[src/design/online_budgeted_bid_allocator_macros.svh]
// Assertion macros for the bid allocator.
// Expects clk and rst_n in the scope where the macros are used.
`ifndef ONLINE_BUDGETED_BID_ALLOCATOR_MACROS_SVH
`define ONLINE_BUDGETED_BID_ALLOCATOR_MACROS_SVH

// Condition holds at every edge out of reset.
`define BBA_ASSERT_ALWAYS(lbl, expr, msg) \
  lbl: assert property (@(posedge clk) disable iff (!rst_n) (expr)) \
    else $error(msg);

// Consequent holds in the cycle after the antecedent.
`define BBA_ASSERT_NEXT(lbl, ante, cons, msg) \
  lbl: assert property (@(posedge clk) disable iff (!rst_n) (ante) |=> (cons)) \
    else $error(msg);

`endif

[src/design/bba_pkg.sv]
// Shared types, widths and helpers for the bid allocator.
// No dependencies; every other file but the assertion macros header imports it.
package bba_pkg;

  localparam int ADV_W   = 5;
  localparam int LIM_W   = 24;
  localparam int PRICE_W = 16;
  localparam int BID_W   = 16;
  localparam int EFF_W   = 32;
  localparam int SUM_W   = 40;

  localparam logic [PRICE_W:0] ONE_FRAC = 17'h10000;

  typedef enum logic {
    OP_LOAD = 1'b0,
    OP_BID  = 1'b1
  } op_t;

  // Store write port: loads write all three fields, commits skip the price.
  typedef struct packed {
    logic               en;
    logic               wr_price;
    logic [ADV_W-1:0]   addr;
    logic [LIM_W-1:0]   limit;
    logic [PRICE_W-1:0] price;
    logic [SUM_W-1:0]   revenue;
  } st_wr_t;

  typedef struct packed {
    logic [LIM_W-1:0]   limit;
    logic [PRICE_W-1:0] price;
    logic [SUM_W-1:0]   revenue;
  } st_rd_t;

  // Winner handed from the selection stage to the commit stage.
  typedef struct packed {
    logic               valid;
    logic               found;
    logic [ADV_W-1:0]   index;
    logic [EFF_W-1:0]   eff;
    logic [BID_W-1:0]   bid;
  } cmt_req_t;

  typedef struct packed {
    logic s1_last;
    logic s2_last;
    logic best_found;
  } sel_stat_t;

  typedef struct packed {
    logic s3_busy;
    logic s4_busy;
  } cmt_stat_t;

  function automatic logic [SUM_W-1:0] sat_add40(input logic [SUM_W-1:0] a,
                                                 input logic [SUM_W-1:0] b);
    logic [SUM_W:0] s;
    s = {1'b0, a} + {1'b0, b};
    return s[SUM_W] ? {SUM_W{1'b1}} : s[SUM_W-1:0];
  endfunction

endpackage

[src/design/bba_store.sv]
// Advertiser state memories: limit, price and revenue, one read and one write port.
// Read data is registered. Depends on bba_pkg.
module bba_store #(
  parameter int DEPTH = 32
) (
  input  logic            clk,
  input  bba_pkg::st_wr_t wr,
  input  logic [bba_pkg::ADV_W-1:0] rd_addr,
  output bba_pkg::st_rd_t rd
);
  import bba_pkg::*;

  localparam int AW = (DEPTH > 1) ? $clog2(DEPTH) : 1;

  logic [LIM_W-1:0]   limit_mem   [DEPTH];
  logic [PRICE_W-1:0] price_mem   [DEPTH];
  logic [SUM_W-1:0]   revenue_mem [DEPTH];

  logic [LIM_W-1:0]   limit_r;
  logic [PRICE_W-1:0] price_r;
  logic [SUM_W-1:0]   revenue_r;

  always_ff @(posedge clk) begin
    if (wr.en) begin
      limit_mem[wr.addr[AW-1:0]]   <= wr.limit;
      revenue_mem[wr.addr[AW-1:0]] <= wr.revenue;
      if (wr.wr_price) begin
        price_mem[wr.addr[AW-1:0]] <= wr.price;
      end
    end
  end

  always_ff @(posedge clk) begin
    limit_r   <= limit_mem[rd_addr[AW-1:0]];
    price_r   <= price_mem[rd_addr[AW-1:0]];
    revenue_r <= revenue_mem[rd_addr[AW-1:0]];
  end

  assign rd = '{limit: limit_r, price: price_r, revenue: revenue_r};

endmodule

[config.mk]
export PLATFORM = sky130hd
export DESIGN_NAME = bba_store
export DESIGN_NICKNAME = d
export VERILOG_FILES = /design/src/design/online_budgeted_bid_allocator_macros.svh /design/src/design/bba_pkg.sv /design/src/design/bba_store.sv
export SDC_FILE = /design/constraint.sdc
export NUM_CORES = 2
export LEC_CHECK = 0
export ABC_CLOCK_PERIOD_IN_PS = 5500
export BUFFER_PORTS_ARGS = -buffer_cell sky130_fd_sc_hd__clkbuf_2
export CAP_MARGIN = 20
export CORE_MARGIN = 4
export CORE_UTILIZATION = 25
export DETAILED_ROUTE_END_ITERATION = 10
export GPL_TIMING_DRIVEN = 0
export SLEW_MARGIN = 20
export SYNTH_ARGS = -nofsm -noshare
export SYNTH_HDL_FRONTEND = slang
export SYNTH_SLANG_ARGS = --single-unit
[constraint.sdc]
create_clock -name clk -period 5.5 [get_ports clk]
set_clock_uncertainty 0.1 [all_clocks]
set_input_delay 1.375 -clock clk [delete_from_list [all_inputs] [get_ports clk]]
set_output_delay 1.375 -clock clk [all_outputs]
set_load 0.02 [all_outputs]
==> impl_metrics.prom <==
# TYPE chip_impl_metric gauge
chip_impl_info{name="outcome",value="complete, no violations"} 1
chip_impl_metric{name="power_leakage",unit="nW"} 36.4
chip_impl_metric{name="floorplan.initialDensity",unit=""} 0.251
chip_impl_metric{name="via_per_inst",unit=""} 4.70
chip_impl_metric{name="drv_slew",unit=""} 0
chip_impl_info{name="r2r-end",value="revenue_r[1]"} 1
chip_impl_metric{name="syn-cell-area",unit="um2"} 98800
chip_impl_metric{name="setup.reg_to_reg.worst_slack",unit="ns"} 3.40
chip_impl_metric{name="first_global_vias",unit=""} 47200
chip_impl_metric{name="critical_path_buf_inv_count",unit=""} 5
chip_impl_metric{name="nFillCells",unit=""} 37400
chip_impl_info{name="layout.cells.most_common_list",value="sky130_fd_sc_hd__edfxtp_1 (2,560), sky130_fd_sc_hd__mux4_2 (752), sky130_fd_sc_hd__clkbuf_16 (249)"} 1
chip_impl_info{name="worstPathCellList",value="buf_2 > buf_4 > buf_2 > clkbuf_1 > buf_2 > mux2i_1 > a221oi_1"} 1
chip_impl_metric{name="number_of_buffers_created_by_cts",unit=""} 246
chip_impl_metric{name="post_cts_resize_count",unit=""} 0
chip_impl_metric{name="core.rowCount",unit=""} 230
chip_impl_metric{name="final_nets",unit=""} 4597
chip_impl_metric{name="yosys_register_bits",unit=""} 2640
chip_impl_metric{name="die_width",unit="um"} 637
chip_impl_metric{name="max-slew-margin-rel",unit=""} 0.198
chip_impl_metric{name="power_density",unit="nW/um2"} 351
chip_impl_metric{name="cts-htree-levels",unit=""} 4
chip_impl_metric{name="hpwl",unit="um"} 196000
chip_impl_metric{name="numPlacedInstances",unit=""} 9475
chip_impl_metric{name="totalWireLength",unit="um"} 291000
chip_impl_info{name="timing.critical_path.to",value="price_r[2]"} 1
chip_impl_metric{name="maxClockFrequency",unit="MHz"} 241
chip_impl_metric{name="final_core_util",unit=""} 0.303
chip_impl_metric{name="vdd_drop_max",unit="uV"} 292
chip_impl_metric{name="synth_warnings",unit=""} 0
chip_impl_info{name="hold_crit_class",value="flip-flop to flip-flop"} 1
chip_impl_metric{name="synth_fp_nets",unit=""} 3992
chip_impl_metric{name="finalCriticalPeriod",unit="ns"} 4.15
chip_impl_info{name="layout.cells.most_common",value="sky130_fd_sc_hd__edfxtp_1"} 1
chip_impl_metric{name="crit_arrival",unit="ns"} 4.75
chip_impl_metric{name="dpl_cell_area",unit="um2"} 111000
chip_impl_metric{name="vias",unit=""} 46800
chip_impl_metric{name="final-hold-violation-count",unit=""} 0
chip_impl_info{name="tritoncts_clock_tree",value="done"} 1
chip_impl_metric{name="numPortBuffers",unit=""} 164
chip_impl_info{name="netlist.top_cell.by_area",value="sky130_fd_sc_hd__edfxtp_1"} 1
chip_impl_metric{name="grt_overflow",unit=""} 0
chip_impl_metric{name="antenna_violations_before_repair",unit=""} 66
chip_impl_metric{name="clk_pin_slew_worst_paths",unit="ns"} 0.07
chip_impl_info{name="netlist_top_cells_area",value="sky130_fd_sc_hd__edfxtp_1 (78%), sky130_fd_sc_hd__mux4_2 (17%), sky130_fd_sc_hd__dfxtp_1 (1.6%), sky130_fd_sc_hd__mux2_2 (1.1%), sky130_fd_sc_hd__mux2i_1 (0.49%)"} 1
chip_impl_metric{name="cap_violations",unit=""} 0
chip_impl_metric{name="worst-path-stages",unit=""} 7
chip_impl_info{name="rsz_0062_raised_after_global_routing",value="no"} 1
chip_impl_metric{name="cts_setup_buffers",unit=""} 0
chip_impl_metric{name="post-route-cell-area",unit="um2"} 119000
chip_impl_metric{name="clk_path_buf_depth",unit=""} 4
chip_impl_metric{name="worst-path-max-fanout",unit=""} 10
chip_impl_metric{name="totalNegativeSetupSlack",unit="ns"} 0
chip_impl_metric{name="die-height",unit="um"} 637
chip_impl_metric{name="setup_violations",unit=""} 0
chip_impl_metric{name="post_route_cells_drive_above_1_share",unit=""} 0.371
chip_impl_metric{name="wire_length_of_the_first_global_routing_pass",unit="um"} 397000
chip_impl_metric{name="synth.lib_cells_used.distinct",unit=""} 31
chip_impl_info{name="path_common_cell",value="sky130_fd_sc_hd__buf_2"} 1
chip_impl_info{name="critPathTopFamily",value="buffers and inverters"} 1
chip_impl_metric{name="drt_pass1_iterations",unit=""} 5
chip_impl_info{name="worst_setup_path_category",value="primary input to flip-flop"} 1
chip_impl_info{name="r2r-start",value="revenue_mem[22][1]"} 1
chip_impl_metric{name="syn_inst",unit=""} 3899
chip_impl_metric{name="largest_stage_delay_on_the_critical_path",unit="ns"} 0.87
chip_impl_metric{name="post-route-period-util",unit=""} 0.755
chip_impl_metric{name="design.core.area",unit="um2"} 393000
chip_impl_metric{name="clock_latency",unit="ns"} 0.91
chip_impl_info{name="cts_root_buffer",value="sky130_fd_sc_hd__clkbuf_16"} 1
chip_impl_info{name="timing.critical_path.to_type",value="flip-flop"} 1
chip_impl_metric{name="synth-seq-area-share",unit=""} 0.794
chip_impl_metric{name="holdBufCountCts",unit=""} 0
chip_impl_metric{name="wl_per_cell",unit="um"} 29.2
chip_impl_info{name="cp-startpoint",value="rd_addr[2]"} 1
chip_impl_metric{name="power",unit="mW"} 41.8
chip_impl_metric{name="ant_nets",unit=""} 0
chip_impl_metric{name="cts.sink_count",unit=""} 2640
chip_impl_metric{name="crit_required",unit="ns"} 6.09
chip_impl_metric{name="dr.first_iter.drc_count",unit=""} 6683
chip_impl_metric{name="post_layout_nonfiller_instances",unit=""} 9957
chip_impl_metric{name="i_o_pin_cnt",unit=""} 173
chip_impl_metric{name="tightestPinTransition",unit="ns"} 1.20
chip_impl_metric{name="area_growth",unit="%"} 20.6
chip_impl_metric{name="ff2ff_path_depth",unit=""} 3
chip_impl_metric{name="yosysTopAreaCellShare",unit=""} 0.778
chip_impl_metric{name="floorplan.die_area",unit="um2"} 405000
chip_impl_info{name="critPathSlowestCell",value="sky130_fd_sc_hd__clkbuf_1"} 1
chip_impl_metric{name="syn_avg_cell_area",unit="um2"} 25.3
chip_impl_metric{name="drc",unit=""} 0
chip_impl_metric{name="gr-usage-all-layers",unit=""} 0.140
chip_impl_metric{name="holdPathStages",unit=""} 4
chip_impl_info{name="crit_path_start_kind",value="primary input"} 1
chip_impl_metric{name="grt_max_degree",unit=""} 33
chip_impl_metric{name="gp_routability_congestion",unit=""} 0.740
==> sequential cells by signal (all words and copies together) (netlist names) <==
register     flops
revenue_r       40
limit_mem      768
revenue_mem   1280
limit_r         24
price_mem      512
price_r         16
==> through the flow <==
stage / hold WS [ns] / setup slack, ns
2_1_floorplan: 0.593 / 0.0357
3_3_place_gp: 0.748 / -5.50
3_5_place_dp: 0.744 / 0.347
4_1_cts: 0.697 / 1.29
5_1_grt: 0.725 / 1.27
6_report: 0.684 / 1.35
==> synthesized netlist by cell type <==
master                      instances
sky130_fd_sc_hd__a211oi_1           4
sky130_fd_sc_hd__mux2i_1           48
sky130_fd_sc_hd__inv_1              4
sky130_fd_sc_hd__or3b_2             3
sky130_fd_sc_hd__o31a_1             4
sky130_fd_sc_hd__o221ai_1           2
sky130_fd_sc_hd__nand4_1            1
sky130_fd_sc_hd__buf_1             21
sky130_fd_sc_hd__o211ai_1           4
sky130_fd_sc_hd__or3_1              1
sky130_fd_sc_hd__and2_0             1
sky130_fd_sc_hd__mux2_2            95
sky130_fd_sc_hd__clkbuf_1          84
sky130_fd_sc_hd__nand2b_1           2
sky130_fd_sc_hd__a221oi_1          17
sky130_fd_sc_hd__o22ai_1           15
sky130_fd_sc_hd__nor2b_1            3
sky130_fd_sc_hd__nor2_1            74
sky130_fd_sc_hd__mux4_2           752
sky130_fd_sc_hd__a22oi_1            4
sky130_fd_sc_hd__nand2_1            5
sky130_fd_sc_hd__dfxtp_1           80
sky130_fd_sc_hd__buf_4             32
sky130_fd_sc_hd__buf_2             61
sky130_fd_sc_hd__nand3b_1           5
sky130_fd_sc_hd__buf_6              3
sky130_fd_sc_hd__nand3_1            2
sky130_fd_sc_hd__and2_1             2
sky130_fd_sc_hd__edfxtp_1        2560
sky130_fd_sc_hd__o21ai_0            8
sky130_fd_sc_hd__o2bb2ai_1          2
==> worst min path at each step <==
stage                                   from       endpoint  slack [ns]
after floorplan           revenue_mem[4][26]  revenue_r[26]        0.59
after global placement     limit_mem[14][10]    limit_r[10]        0.75
after detailed placement  revenue_mem[14][4]   revenue_r[4]        0.74
after CTS                   limit_mem[2][10]    limit_r[10]        0.70
after global routing      revenue_mem[20][4]   revenue_r[4]        0.72
final                     revenue_mem[20][4]   revenue_r[4]        0.68
==> report_power, final <==
| group | internal [mW] | switching [mW] | total (mW) | leakage (nW) |
|---|---|---|---|---|
| sequential | 22.3 | 0.104 | 22.4 | 23.7 |
| clock | 9.55 | 7.47 | 17.0 | 3.85 |
| combinational | 0.902 | 1.43 | 2.33 | 8.84 |
==> per-layer routing <==
metal | global-route usage | up-vias | share of wire
met5 | 0 | - | 0.00046
met2 | 0.239 | 2477 | 0.50
met4 | 0.0558 | 22 | 0.042
met1 | 0.174 | 25500 | 0.37
li1 | - | 18200 | -
met3 | 0.0269 | 598 | 0.083
==> worst register-to-register path: cells and delay by family (launching register included) <==
family        cells  cell delay [ns]
flip-flops        1             0.38
multiplexers      3             1.39
==> kinds of logic (layout without fill, tap and decap cells) <==
group / count (synthesis) / count (layout) / synth area share
buf+inv: 205 / 1008 / 0.0100
mux: 895 / 895 / 0.187
other cells: 0 / 35 / 0
simple gates: 99 / 99 / 0.00438
compound gates: 60 / 60 / 0.00448
flops: 2640 / 2640 / 0.794
==> layout make-up <==
class	instances	area, um2	area share
flip-flops and latches	2640	78500	0.658
repair buffers	357	5320	0.0446
inverters	4	15.0	0.000126
clock inverters	155	1500	0.0126
diodes	35	87.6	0.000735
multi-input cells	1054	19800	0.166
plain buffers	201	1010	0.00844
clock buffers	291	6400	0.0537
well taps	5220	6530	0.0548
Note: power is estimated with default switching activity, not from simulation.
