$ cat config.mk
export PLATFORM = sky130hd
export DESIGN_NAME = bba_select
export DESIGN_NICKNAME = d
export VERILOG_FILES = /design/src/design/online_budgeted_bid_allocator_macros.svh /design/src/design/bba_pkg.sv /design/src/design/bba_select.sv
export SDC_FILE = /design/constraint.sdc
export NUM_CORES = 1
export LEC_CHECK = 0
export ABC_AREA = 1
export ABC_CLOCK_PERIOD_IN_PS = 8600
export BUFFER_PORTS_ARGS = -buffer_cell sky130_fd_sc_hd__buf_4
export CAP_MARGIN = 20
export CELL_PAD_IN_SITES_DETAIL_PLACEMENT = 0
export CELL_PAD_IN_SITES_GLOBAL_PLACEMENT = 2
export CORE_ASPECT_RATIO = 1.5
export CORE_UTILIZATION = 32
export DETAILED_ROUTE_END_ITERATION = 6
export PLACE_DENSITY_LB_ADDON = 0.05
export SETUP_SLACK_MARGIN = 0.4
export SYNTH_ARGS = -nofsm -noshare
export SYNTH_HDL_FRONTEND = slang
export SYNTH_SLANG_ARGS = --single-unit
export TNS_END_PERCENT = 50
$ cat constraint.sdc
create_clock -name clk -period 8.6 [get_ports clk]
set_clock_uncertainty 0.1 [all_clocks]
set_input_delay 1.72 -clock clk [delete_from_list [all_inputs] [get_ports clk]]
set_output_delay 1.72 -clock clk [all_outputs]
set_load 0.02 [all_outputs]
$ cat src/design/online_budgeted_bid_allocator_macros.svh
// Assertion macros for the bid allocator.
// Expects clk and rst_n in the scope where the macros are used.
`ifndef ONLINE_BUDGETED_BID_ALLOCATOR_MACROS_SVH
`define ONLINE_BUDGETED_BID_ALLOCATOR_MACROS_SVH

// Condition holds at every edge out of reset.
`define BBA_ASSERT_ALWAYS(lbl, expr, msg) \
  lbl: assert property (@(posedge clk) disable iff (!rst_n) (expr)) \
    else $error(msg);

// Consequent holds in the cycle after the antecedent.
`define BBA_ASSERT_NEXT(lbl, ante, cons, msg) \
  lbl: assert property (@(posedge clk) disable iff (!rst_n) (ante) |=> (cons)) \
    else $error(msg);

`endif

$ cat src/design/bba_pkg.sv
// Shared types, widths and helpers for the bid allocator.
// No dependencies; every other file but the assertion macros header imports it.
package bba_pkg;

  localparam int ADV_W   = 5;
  localparam int LIM_W   = 24;
  localparam int PRICE_W = 16;
  localparam int BID_W   = 16;
  localparam int EFF_W   = 32;
  localparam int SUM_W   = 40;

  localparam logic [PRICE_W:0] ONE_FRAC = 17'h10000;

  typedef enum logic {
    OP_LOAD = 1'b0,
    OP_BID  = 1'b1
  } op_t;

  // Store write port: loads write all three fields, commits skip the price.
  typedef struct packed {
    logic               en;
    logic               wr_price;
    logic [ADV_W-1:0]   addr;
    logic [LIM_W-1:0]   limit;
    logic [PRICE_W-1:0] price;
    logic [SUM_W-1:0]   revenue;
  } st_wr_t;

  typedef struct packed {
    logic [LIM_W-1:0]   limit;
    logic [PRICE_W-1:0] price;
    logic [SUM_W-1:0]   revenue;
  } st_rd_t;

  // Winner handed from the selection stage to the commit stage.
  typedef struct packed {
    logic               valid;
    logic               found;
    logic [ADV_W-1:0]   index;
    logic [EFF_W-1:0]   eff;
    logic [BID_W-1:0]   bid;
  } cmt_req_t;

  typedef struct packed {
    logic s1_last;
    logic s2_last;
    logic best_found;
  } sel_stat_t;

  typedef struct packed {
    logic s3_busy;
    logic s4_busy;
  } cmt_stat_t;

  function automatic logic [SUM_W-1:0] sat_add40(input logic [SUM_W-1:0] a,
                                                 input logic [SUM_W-1:0] b);
    logic [SUM_W:0] s;
    s = {1'b0, a} + {1'b0, b};
    return s[SUM_W] ? {SUM_W{1'b1}} : s[SUM_W-1:0];
  endfunction

endpackage

$ cat src/design/bba_select.sv
// Bid selection: effective-bid multiply, then compare against the running best.
// Hands the winner to the commit stage on the final bid. Depends on bba_pkg.
module bba_select (
  input  logic                        clk,
  input  logic                        rst_n,
  input  logic                        bid_fire,
  input  logic [bba_pkg::ADV_W-1:0]   adv,
  input  logic [bba_pkg::BID_W-1:0]   bid,
  input  logic                        last_bid,
  input  logic                        in_range,
  input  bba_pkg::st_rd_t             rd,
  output bba_pkg::cmt_req_t           cmt_req,
  output bba_pkg::sel_stat_t          stat
);
  import bba_pkg::*;

  // S1: bid waits for its store read
  logic               s1_valid_r, s1_valid_nxt;
  logic               s1_last_r;
  logic               s1_range_r;
  logic [ADV_W-1:0]   s1_adv_r;
  logic [BID_W-1:0]   s1_bid_r;

  // S2: product registered, compare against best
  logic               s2_valid_r, s2_valid_nxt;
  logic               s2_last_r;
  logic               s2_compete_r;
  logic [ADV_W-1:0]   s2_adv_r;
  logic [BID_W-1:0]   s2_bid_r;
  logic [EFF_W-1:0]   s2_eff_r;

  logic               best_found_r, best_found_nxt;
  logic [ADV_W-1:0]   best_index_r, best_index_nxt;
  logic [EFF_W-1:0]   best_eff_r, best_eff_nxt;
  logic [BID_W-1:0]   best_bid_r, best_bid_nxt;

  logic [EFF_W:0]     prod;
  logic               compete;
  logic               take;
  logic               commit;
  logic               upd_found;
  logic [ADV_W-1:0]   upd_index;
  logic [EFF_W-1:0]   upd_eff;
  logic [BID_W-1:0]   upd_bid;

  assign s1_valid_nxt = bid_fire;
  assign s2_valid_nxt = s1_valid_r;

  always_comb begin
    prod    = (EFF_W+1)'(s1_bid_r) * ((EFF_W+1)'(ONE_FRAC) - (EFF_W+1)'(rd.price));
    compete = s1_range_r && (rd.limit != '0);
  end

  always_comb begin
    take      = s2_valid_r && s2_compete_r && (!best_found_r || (best_eff_r < s2_eff_r));
    upd_found = take ? 1'b1     : best_found_r;
    upd_index = take ? s2_adv_r : best_index_r;
    upd_eff   = take ? s2_eff_r : best_eff_r;
    upd_bid   = take ? s2_bid_r : best_bid_r;
    commit    = s2_valid_r && s2_last_r;
    // drop the best at the end of each query
    best_found_nxt = commit ? 1'b0 : upd_found;
    best_index_nxt = commit ? '0   : upd_index;
    best_eff_nxt   = commit ? '0   : upd_eff;
    best_bid_nxt   = commit ? '0   : upd_bid;
  end

  assign cmt_req = '{valid: commit, found: upd_found, index: upd_index,
                     eff: upd_eff, bid: upd_bid};
  assign stat = '{s1_last: s1_valid_r && s1_last_r, s2_last: commit,
                  best_found: best_found_r};

  always_ff @(posedge clk) begin
    if (!rst_n) begin
      s1_valid_r   <= 1'b0;
      s2_valid_r   <= 1'b0;
      best_found_r <= 1'b0;
      best_index_r <= '0;
      best_eff_r   <= '0;
      best_bid_r   <= '0;
    end else begin
      s1_valid_r   <= s1_valid_nxt;
      s2_valid_r   <= s2_valid_nxt;
      best_found_r <= best_found_nxt;
      best_index_r <= best_index_nxt;
      best_eff_r   <= best_eff_nxt;
      best_bid_r   <= best_bid_nxt;
    end
  end

  always_ff @(posedge clk) begin
    s1_last_r    <= last_bid;
    s1_range_r   <= in_range;
    s1_adv_r     <= adv;
    s1_bid_r     <= bid;
    s2_last_r    <= s1_last_r;
    s2_compete_r <= compete;
    s2_adv_r     <= s1_adv_r;
    s2_bid_r     <= s1_bid_r;
    s2_eff_r     <= prod[EFF_W-1:0];
  end

endmodule

==> results_tabular.tex, run 1 <==
\begin{tabular}{lr}
\hline
Metric & Value \\
\hline
\multicolumn{2}{l}{\textbf{Status}} \\
Outcome & complete, no violations \\
\multicolumn{2}{l}{\textbf{Setup path}} \\
Largest fanout on the critical path & 3 \\
Crit path launch type & input port \\
WP data required & 8870 ps \\
Slowest-stage cell, CP & sky130\_fd\_sc\_hd\_\_fa\_1 \\
Most Frequent Cell on Critical Path & sky130\_fd\_sc\_hd\_\_nand2\_1 \\
Critical path type & in2reg \\
Nature of the critical path endpoint & register \\
Worst path max stage delay & $\sim$580 ps \\
Critical Path AT & 8140 ps \\
\multicolumn{2}{l}{\textbf{Synthesis}} \\
Fraction of synthesis flops using an asynchronous set or reset pin & 0 \\
YS warnings & 0 \\
Number of enable-type register cells in the synthesized netlist & 0 \\
Total standard cell area after synthesis & roughly 15000 sq um \\
Register area share after synthesis & 0.185 \\
Count of distinct cell types in the synthesized netlist & 41 \\
Per-instance average area after synthesis & 7.75 sq um \\
Most area-hungry cell type in the Yosys netlist & sky130\_fd\_sc\_hd\_\_fa\_1 \\
Share of the synthesized area in the top cell type & 0.287 \\
Largest cells by area after synthesis & sky130\_fd\_sc\_hd\_\_fa\_1 (29\%), sky130\_fd\_sc\_hd\_\_dfxtp\_1 (18\%), sky130\_fd\_sc\_hd\_\_inv\_1 (13\%) \\
Post-synthesis register bit count & 134 \\
Syn\_nets & between 2000 and 2500 \\
Cell count after synthesis & approximately 1900 \\
Top FF cell, synth & sky130\_fd\_sc\_hd\_\_dfxtp\_1 \\
\multicolumn{2}{l}{\textbf{Global route}} \\
Most Crowded Layer GR & met2 \\
Maximum number of pins on one net before global-route repair & 55 \\
Global routing usage on met2 & 0.383 \\
GRT Util Overall & 0.196 \\
Gr ovfl total & 0 \\
Number of global-route vias before repair & between 10000 and 15000 \\
Met1 Track Usage GR & 0.213 \\
M3 GR Usage & 0.0192 \\
Wire length of the first global-routing pass & around 69000 microns \\
Antenna violations before repair & 0 \\
\multicolumn{2}{l}{\textbf{Cells and area}} \\
\# nets final & roughly 2500 \\
Layout Area Growth over Synthesis & 19.2\% \\
Antenna diode instance count & 0 \\
Fraction of final layout cells sized beyond drive strength 1 & 0.135 \\
Post-route standard cell area excluding fillers & 17300 sq um \\
\multicolumn{2}{l}{\textbf{Clocking}} \\
CTS Buffer Depth & 2 \\
Clock-pin slew on the worst setup and hold paths & about 70 ps \\
Number of H-tree levels & 4 \\
Clock latency on the worst-skew pair & roughly 430 ps \\
Root buf cell & sky130\_fd\_sc\_hd\_\_clkbuf\_16 \\
Total clock buffers created by CTS & 17 \\
CTS tree & built \\
Num Clock Sinks & approximately 130 \\
\multicolumn{2}{l}{\textbf{Die}} \\
Initial Utilization & 0.324 \\
Vert. Die Dim & between 200 and 300 microns \\
Full die area & approximately 46000 sq um \\
Placeable core area & 44800 sq um \\
Num ports & 164 \\
Rows & 95 \\
Die extent in x & roughly 180 microns \\
\multicolumn{2}{l}{\textbf{STA}} \\
Setup repair after global routing missed its margin & true \\
Final slew viol count & 0 \\
Final period utilization & 0.916 \\
Final setup violation count & 0 \\
Max frequency & about 130 MHz \\
Slew at the pin closest to its max-slew limit & between 1000 and 1500 ps \\
Max-slew headroom & 0.327 \\
Final period demand of the worst path & 7880 ps \\
Hold Violations, Final & 0 \\
TNS Setup & 0 ps \\
\multicolumn{2}{l}{\textbf{Routing}} \\
Average wire per cell in the routed design & approximately 16 microns \\
Detailed router's first-iteration violation count & $\sim$370 \\
Aggregate routed wire length & roughly 43000 microns \\
Total via count in the routed design & about 12000 \\
Via-to-Cell Ratio & 4.44 \\
DR pass1 iterations & 5 \\
Remaining DRCs & 0 \\
Remaining antenna violation count & 0 \\
\multicolumn{2}{l}{\textbf{Placed design}} \\
Post-detail-place hpwl & $\sim$36000 microns \\
GPL Wtd Cong & approximately 0.81 \\
Post-place instance area & $\sim$17000 sq um \\
Count of input and output buffers & about 120 \\
\multicolumn{2}{l}{\textbf{Min path}} \\
Class of the most critical hold timing path & reg2reg \\
\multicolumn{2}{l}{\textbf{Pwr}} \\
Leakage power of the design & 9.92 nW \\
Maximum vdd drop & 0.000349 V \\
Cell Pwr Density & roughly 450 nW/um\^{}2 \\
\multicolumn{2}{l}{\textbf{Flow run}} \\
Max\_cap viols & 0 \\
\hline
\end{tabular}
-- through the flow --
stage               utilization  power, mW  setup WS [ps]  hold WS, ps  cells
finish                    0.386       7.82            724          225   2658
global route              0.386       8.80            392          239   2658
floorplan                     -       4.51            446          210   1874
global placement          0.372       7.16            203          215   2624
detailed placement        0.372       7.16            168          214   2624
CTS                       0.386       7.97            619          228   2656
-- placed cells by master, fill, tap and decap left out, types with 6 or more instances in the layout --
cell,n
sky130_fd_sc_hd__inv_1,519
sky130_fd_sc_hd__clkbuf_16,17
sky130_fd_sc_hd__ha_1,142
sky130_fd_sc_hd__a21oi_1,44
sky130_fd_sc_hd__nand4_1,8
sky130_fd_sc_hd__dfxtp_1,134
sky130_fd_sc_hd__xor2_1,18
sky130_fd_sc_hd__nand3_1,91
sky130_fd_sc_hd__nor4_1,11
sky130_fd_sc_hd__buf_4,219
sky130_fd_sc_hd__xnor2_1,13
sky130_fd_sc_hd__fa_1,208
sky130_fd_sc_hd__nand2_2,6
sky130_fd_sc_hd__nand2_1,335
sky130_fd_sc_hd__nor2_1,215
sky130_fd_sc_hd__o21ai_0,28
-- final timing paths --
kind / depth (start not counted) / startpoint / end / slack, ps
worst max register to register: 23 / s1_bid_r[3]$_DFF_P_ / s2_eff_r[29]$_DFF_P_ / 2000
worst min-delay path: 0 / s1_adv_r[2]$_DFF_P_ / s2_adv_r[2]$_DFF_P_ / 220
worst max-delay path: 34 / rd[40] / s2_eff_r[29]$_DFF_P_ / 720
worst min register to register: 0 / s1_adv_r[2]$_DFF_P_ / s2_adv_r[2]$_DFF_P_ / 220
-- area by class of cell --
type                    count  area [sq um]
fillers                  4800         27500
multi-input cells        1163          9670
flip-flops and latches    134          2680
inverters                 527          1980
repair buffers            220          1660
well taps                 582           728
clock buffers              18           429
clock inverters            14           165
-- flip-flops by register name (all words and copies together) (netlist names) --
name / count
best_eff_r: 32
s2_eff_r: 32
best_bid_r: 16
s1_bid_r: 16
s2_bid_r: 16
best_index_r: 5
s1_adv_r: 5
s2_adv_r: 5
best_found_r: 1
s1_last_r: 1
s1_range_r: 1
s1_valid_r: 1
s2_compete_r: 1
s2_last_r: 1
s2_valid_r: 1
-- critical path: cells and delay by family --
family | cells | cell delay, ps
xor gates and xnor gates | 1 | 130
adders and majority gates | 8 | 3740
buffers and inverters | 8 | 630
and+or+nand+nor | 17 | 1890
-- cell families (layout without fill, tap and decap cells) --
kind of cell,after synthesis,count (layout),synth area share
simple gates,684,684,0.196
buf+inv,577,779,0.151
fa+ha+maj,352,352,0.411
flops,134,134,0.185
compound gates,95,95,0.0373
xor+xnor,32,32,0.0202
-- routing by layer --
layer | routed length (microns) | share of wire
met1 | 16900 | 0.40
met5 | 0 | 0
met3 | 1080 | 0.025
met2 | 23400 | 0.55
met4 | 1320 | 0.031
-- cells in the mapped netlist (4+ instances only) --
cell	n
sky130_fd_sc_hd__inv_1	520
sky130_fd_sc_hd__nand2_1	337
sky130_fd_sc_hd__nor2_1	216
sky130_fd_sc_hd__fa_1	208
sky130_fd_sc_hd__ha_1	144
sky130_fd_sc_hd__dfxtp_1	134
sky130_fd_sc_hd__nand3_1	92
sky130_fd_sc_hd__a21oi_1	46
sky130_fd_sc_hd__clkbuf_1	33
sky130_fd_sc_hd__o21ai_0	30
sky130_fd_sc_hd__xor2_1	18
sky130_fd_sc_hd__xnor2_1	13
sky130_fd_sc_hd__nor4_1	11
sky130_fd_sc_hd__buf_2	8
sky130_fd_sc_hd__nand4_1	8
sky130_fd_sc_hd__a21o_1	5
sky130_fd_sc_hd__o21a_1	5
sky130_fd_sc_hd__buf_1	4
sky130_fd_sc_hd__buf_4	4
sky130_fd_sc_hd__clkinv_1	4
sky130_fd_sc_hd__nand2_2	4
sky130_fd_sc_hd__nor3_1	4
-- power by group --
group / switching (mW) / internal [mW]
registers: 0.0438 / 0.794
logic: 3.46 / 2.78
clock network: 0.301 / 0.435
total: 3.81 / 4.01
-- repair_timing --
item,in CTS,in global routing
endpoints found under the setup margin,0,12
buffers inserted,0,2
hold endpoints to repair,0,0
hold buffers,0,0
resized for setup,0,9
Power figures use the tool's default switching activity.
==> inputs of run 2 (changes only) <==
- BUFFER_PORTS_ARGS: -buffer_cell sky130_fd_sc_hd__buf_4 -> -buffer_cell sky130_fd_sc_hd__buf_2
==> run 2 against run 1 <==
  * Design area fell by 0.57%
  * Count of clock-buffer cells in the layout did not move
  * Sequential power barely moved
  * Critical path type unchanged
  * Largest cell class unchanged
  * Largest power group unchanged
==> results_tabular.tex, run 2 (synthesis gave the netlist of run 1 again) <==
\begin{tabular}{lr}
\hline
Metric & Value \\
\hline
\multicolumn{2}{l}{\textbf{STA}} \\
Hold Violations, Final & 0 \\
Final hold slack & between 200 and 250 ps \\
Final slew viol count & 0 \\
Slew at the pin closest to its max-slew limit & about 1000 ps \\
Final period demand of the worst path & 7800 ps \\
Final period utilization & 0.908 \\
Max frequency & between 100 and 150 MHz \\
Setup repair after global routing missed its margin & false \\
TNS Setup & 0 ps \\
Max-slew headroom & 0.339 \\
Worst path setup slack after routing & 795 ps \\
Final setup violation count & 0 \\
\multicolumn{2}{l}{\textbf{Cells and area}} \\
Antenna diode instance count & 0 \\
Post-layout util & 0.384 \\
Footprint of the multi-input gates & around 9800 sq um \\
Highest-count cells in the layout ignoring fill and taps & sky130\_fd\_sc\_hd\_\_inv\_1 (519), sky130\_fd\_sc\_hd\_\_nand2\_1 (333), sky130\_fd\_sc\_hd\_\_nor2\_1 (212) \\
Count of filler cells inserted in the layout & $\sim$4900 \\
Post-route standard cell area excluding fillers & about 17000 sq um \\
Commonest non-fill, non-tap cell in the layout & sky130\_fd\_sc\_hd\_\_inv\_1 \\
Layout Area Growth over Synthesis & 18.5\% \\
Combined flip-flop and latch cell area & 2680 sq um \\
Fraction of final layout cells sized beyond drive strength 1 & 0.149 \\
\# nets final & 2528 \\
Registers with the most flip-flops & best\_eff\_r (32), s2\_eff\_r (32) \\
\multicolumn{2}{l}{\textbf{Setup path}} \\
Worst path top cell family by delay & adder cells \\
Worst reg2reg setup slack & about 2300 ps \\
Critical Path AT & slightly above 8000 ps \\
Worst path max stage delay & approximately 550 ps \\
Depth of the worst register-to-register path & 20 \\
WP data required & a little under 9000 ps \\
Nature of the critical path endpoint & register \\
Critical path type & in2reg \\
Slowest-stage cell, CP & sky130\_fd\_sc\_hd\_\_fa\_1 \\
Startpoint of the worst register-to-register path & s1\_bid\_r[3]\$\_DFF\_P\_ \\
Destination of the worst register-to-register timing path & s2\_eff\_r[17]\$\_DFF\_P\_ \\
Largest fanout on the critical path & 6 \\
Crit path launch type & input port \\
Most Frequent Cell on Critical Path & sky130\_fd\_sc\_hd\_\_fa\_1 \\
Worst path buffer plus inverter count & 6 \\
\multicolumn{2}{l}{\textbf{Routing}} \\
Detailed router's first-iteration violation count & about 380 \\
Remaining DRCs & 0 \\
DR pass1 iterations & 4 \\
Average wire per cell in the routed design & between 15 and 20 microns \\
Total via count in the routed design & around 12000 \\
Aggregate routed wire length & between 40000 and 50000 microns \\
Via-to-Cell Ratio & $\sim$4.4 \\
Remaining antenna violation count & 0 \\
\multicolumn{2}{l}{\textbf{Clocking}} \\
CTS Hold Buffers Added & 0 \\
Clock latency on the worst-skew pair & roughly 430 ps \\
CTS tree & built \\
Clock-pin slew on the worst setup and hold paths & around 70 ps \\
CTS Buffer Depth & 2 \\
Root buf cell & sky130\_fd\_sc\_hd\_\_clkbuf\_16 \\
Number of H-tree levels & 4 \\
Num Clock Sinks & about 130 \\
Total clock buffers created by CTS & 17 \\
\multicolumn{2}{l}{\textbf{Placed design}} \\
GPL Wtd Cong & about 0.8 \\
Post-place instance area & about 16000 sq um \\
Pre-CTS setup slack & between 90 and 100 ps \\
Count of input and output buffers & between 100 and 150 \\
Post-detail-place hpwl & roughly 36000 microns \\
\multicolumn{2}{l}{\textbf{Pwr}} \\
Leakage power of the design & approximately 10 nW \\
Maximum vdd drop & about 0.00041 V \\
Cell Pwr Density & between 400 and 500 nW/um\^{}2 \\
\multicolumn{2}{l}{\textbf{Die}} \\
Placeable core area & 44800 sq um \\
Vert. Die Dim & between 200 and 300 microns \\
Initial Utilization & 0.324 \\
Rows & 95 \\
Num ports & 164 \\
Die extent in x & 176 microns \\
Full die area & about 46000 sq um \\
\multicolumn{2}{l}{\textbf{Global route}} \\
Antenna violations before repair & 0 \\
GRT Util Overall & 0.196 \\
Number of global-route vias before repair & 12900 \\
Maximum number of pins on one net before global-route repair & 55 \\
Wire length of the first global-routing pass & 69200 microns \\
Gr ovfl total & 0 \\
\multicolumn{2}{l}{\textbf{Min path}} \\
Worst Hold Path EP & s2\_adv\_r[1]\$\_DFF\_P\_ \\
Number of cells on the worst hold path & 0 \\
Worst hold start & s1\_adv\_r[1]\$\_DFF\_P\_ \\
Class of the most critical hold timing path & reg2reg \\
\multicolumn{2}{l}{\textbf{Status}} \\
Outcome & complete, no violations \\
\multicolumn{2}{l}{\textbf{Flow run}} \\
Max\_cap viols & 0 \\
\hline
\end{tabular}
run 2: through the flow:
| stage | cells | power (mW) |
|---|---|---|
| floorplan | 1874 | 4.51 |
| global placement | 2632 | 7.41 |
| detailed placement | 2632 | 7.40 |
| CTS | 2664 | 8.24 |
| global route | 2665 | 9.48 |
| finish | 2665 | 8.46 |
run 2: worst max path at each step:
| stage | startpoint | to | slack (ps) | depth (start not counted) |
|---|---|---|---|---|
| after floorplan | rd[40] | s2_eff_r[24]$_DFF_P_ | 450 | 35 |
| after global placement | rd[40] | s2_eff_r[26]$_DFF_P_ | 120 | 30 |
| after detailed placement | rd[40] | s2_eff_r[31]$_DFF_P_ | 100 | 31 |
| after CTS | rd[40] | s2_eff_r[31]$_DFF_P_ | 550 | 31 |
| after global routing | rd[41] | s2_eff_r[31]$_DFF_P_ | 380 | 27 |
| final | rd[40] | s2_eff_r[31]$_DFF_P_ | 800 | 27 |
run 2: power breakdown:
| part | internal, mW | switching (mW) | total (mW) | leakage, nW |
|---|---|---|---|---|
| combinational | 3.16 | 3.68 | 6.84 | 8.50 |
| sequential | 0.794 | 0.0428 | 0.837 | 1.11 |
| clock | 0.488 | 0.294 | 0.782 | 0.294 |
run 2: final cells by class:
class,count,area share
multi-input cells,1163,0.569
flip-flops and latches,134,0.156
inverters,527,0.115
repair buffers,227,0.0817
well taps,582,0.0423
clock buffers,18,0.0249
clock inverters,14,0.0116
run 2: metal layers:
metal | vias up | track usage | part of all wire
li1 | 5870 | - | -
met1 | 5690 | 0.215 | 0.40
met2 | 168 | 0.382 | 0.55
met3 | 56 | 0.0175 | 0.022
met4 | 0 | 0.0703 | 0.031
met5 | - | 0 | 0
run 2: repair_timing:
item | CTS | global route
resized for setup | 0 | 39
endpoints found under the setup margin | 0 | 15
setup buffers | 0 | 1
run 2: worst reg2reg max path: cells and delay by family, from the launching register on:
kind | cells | cell delay, ps
xor gates and xnor gates | 1 | 140
buffers and inverters | 6 | 1000
adders and majority gates | 7 | 3240
and+or+nand+nor | 3 | 490
AOI/OAI and AO/OA | 3 | 580
DFF | 1 | 680
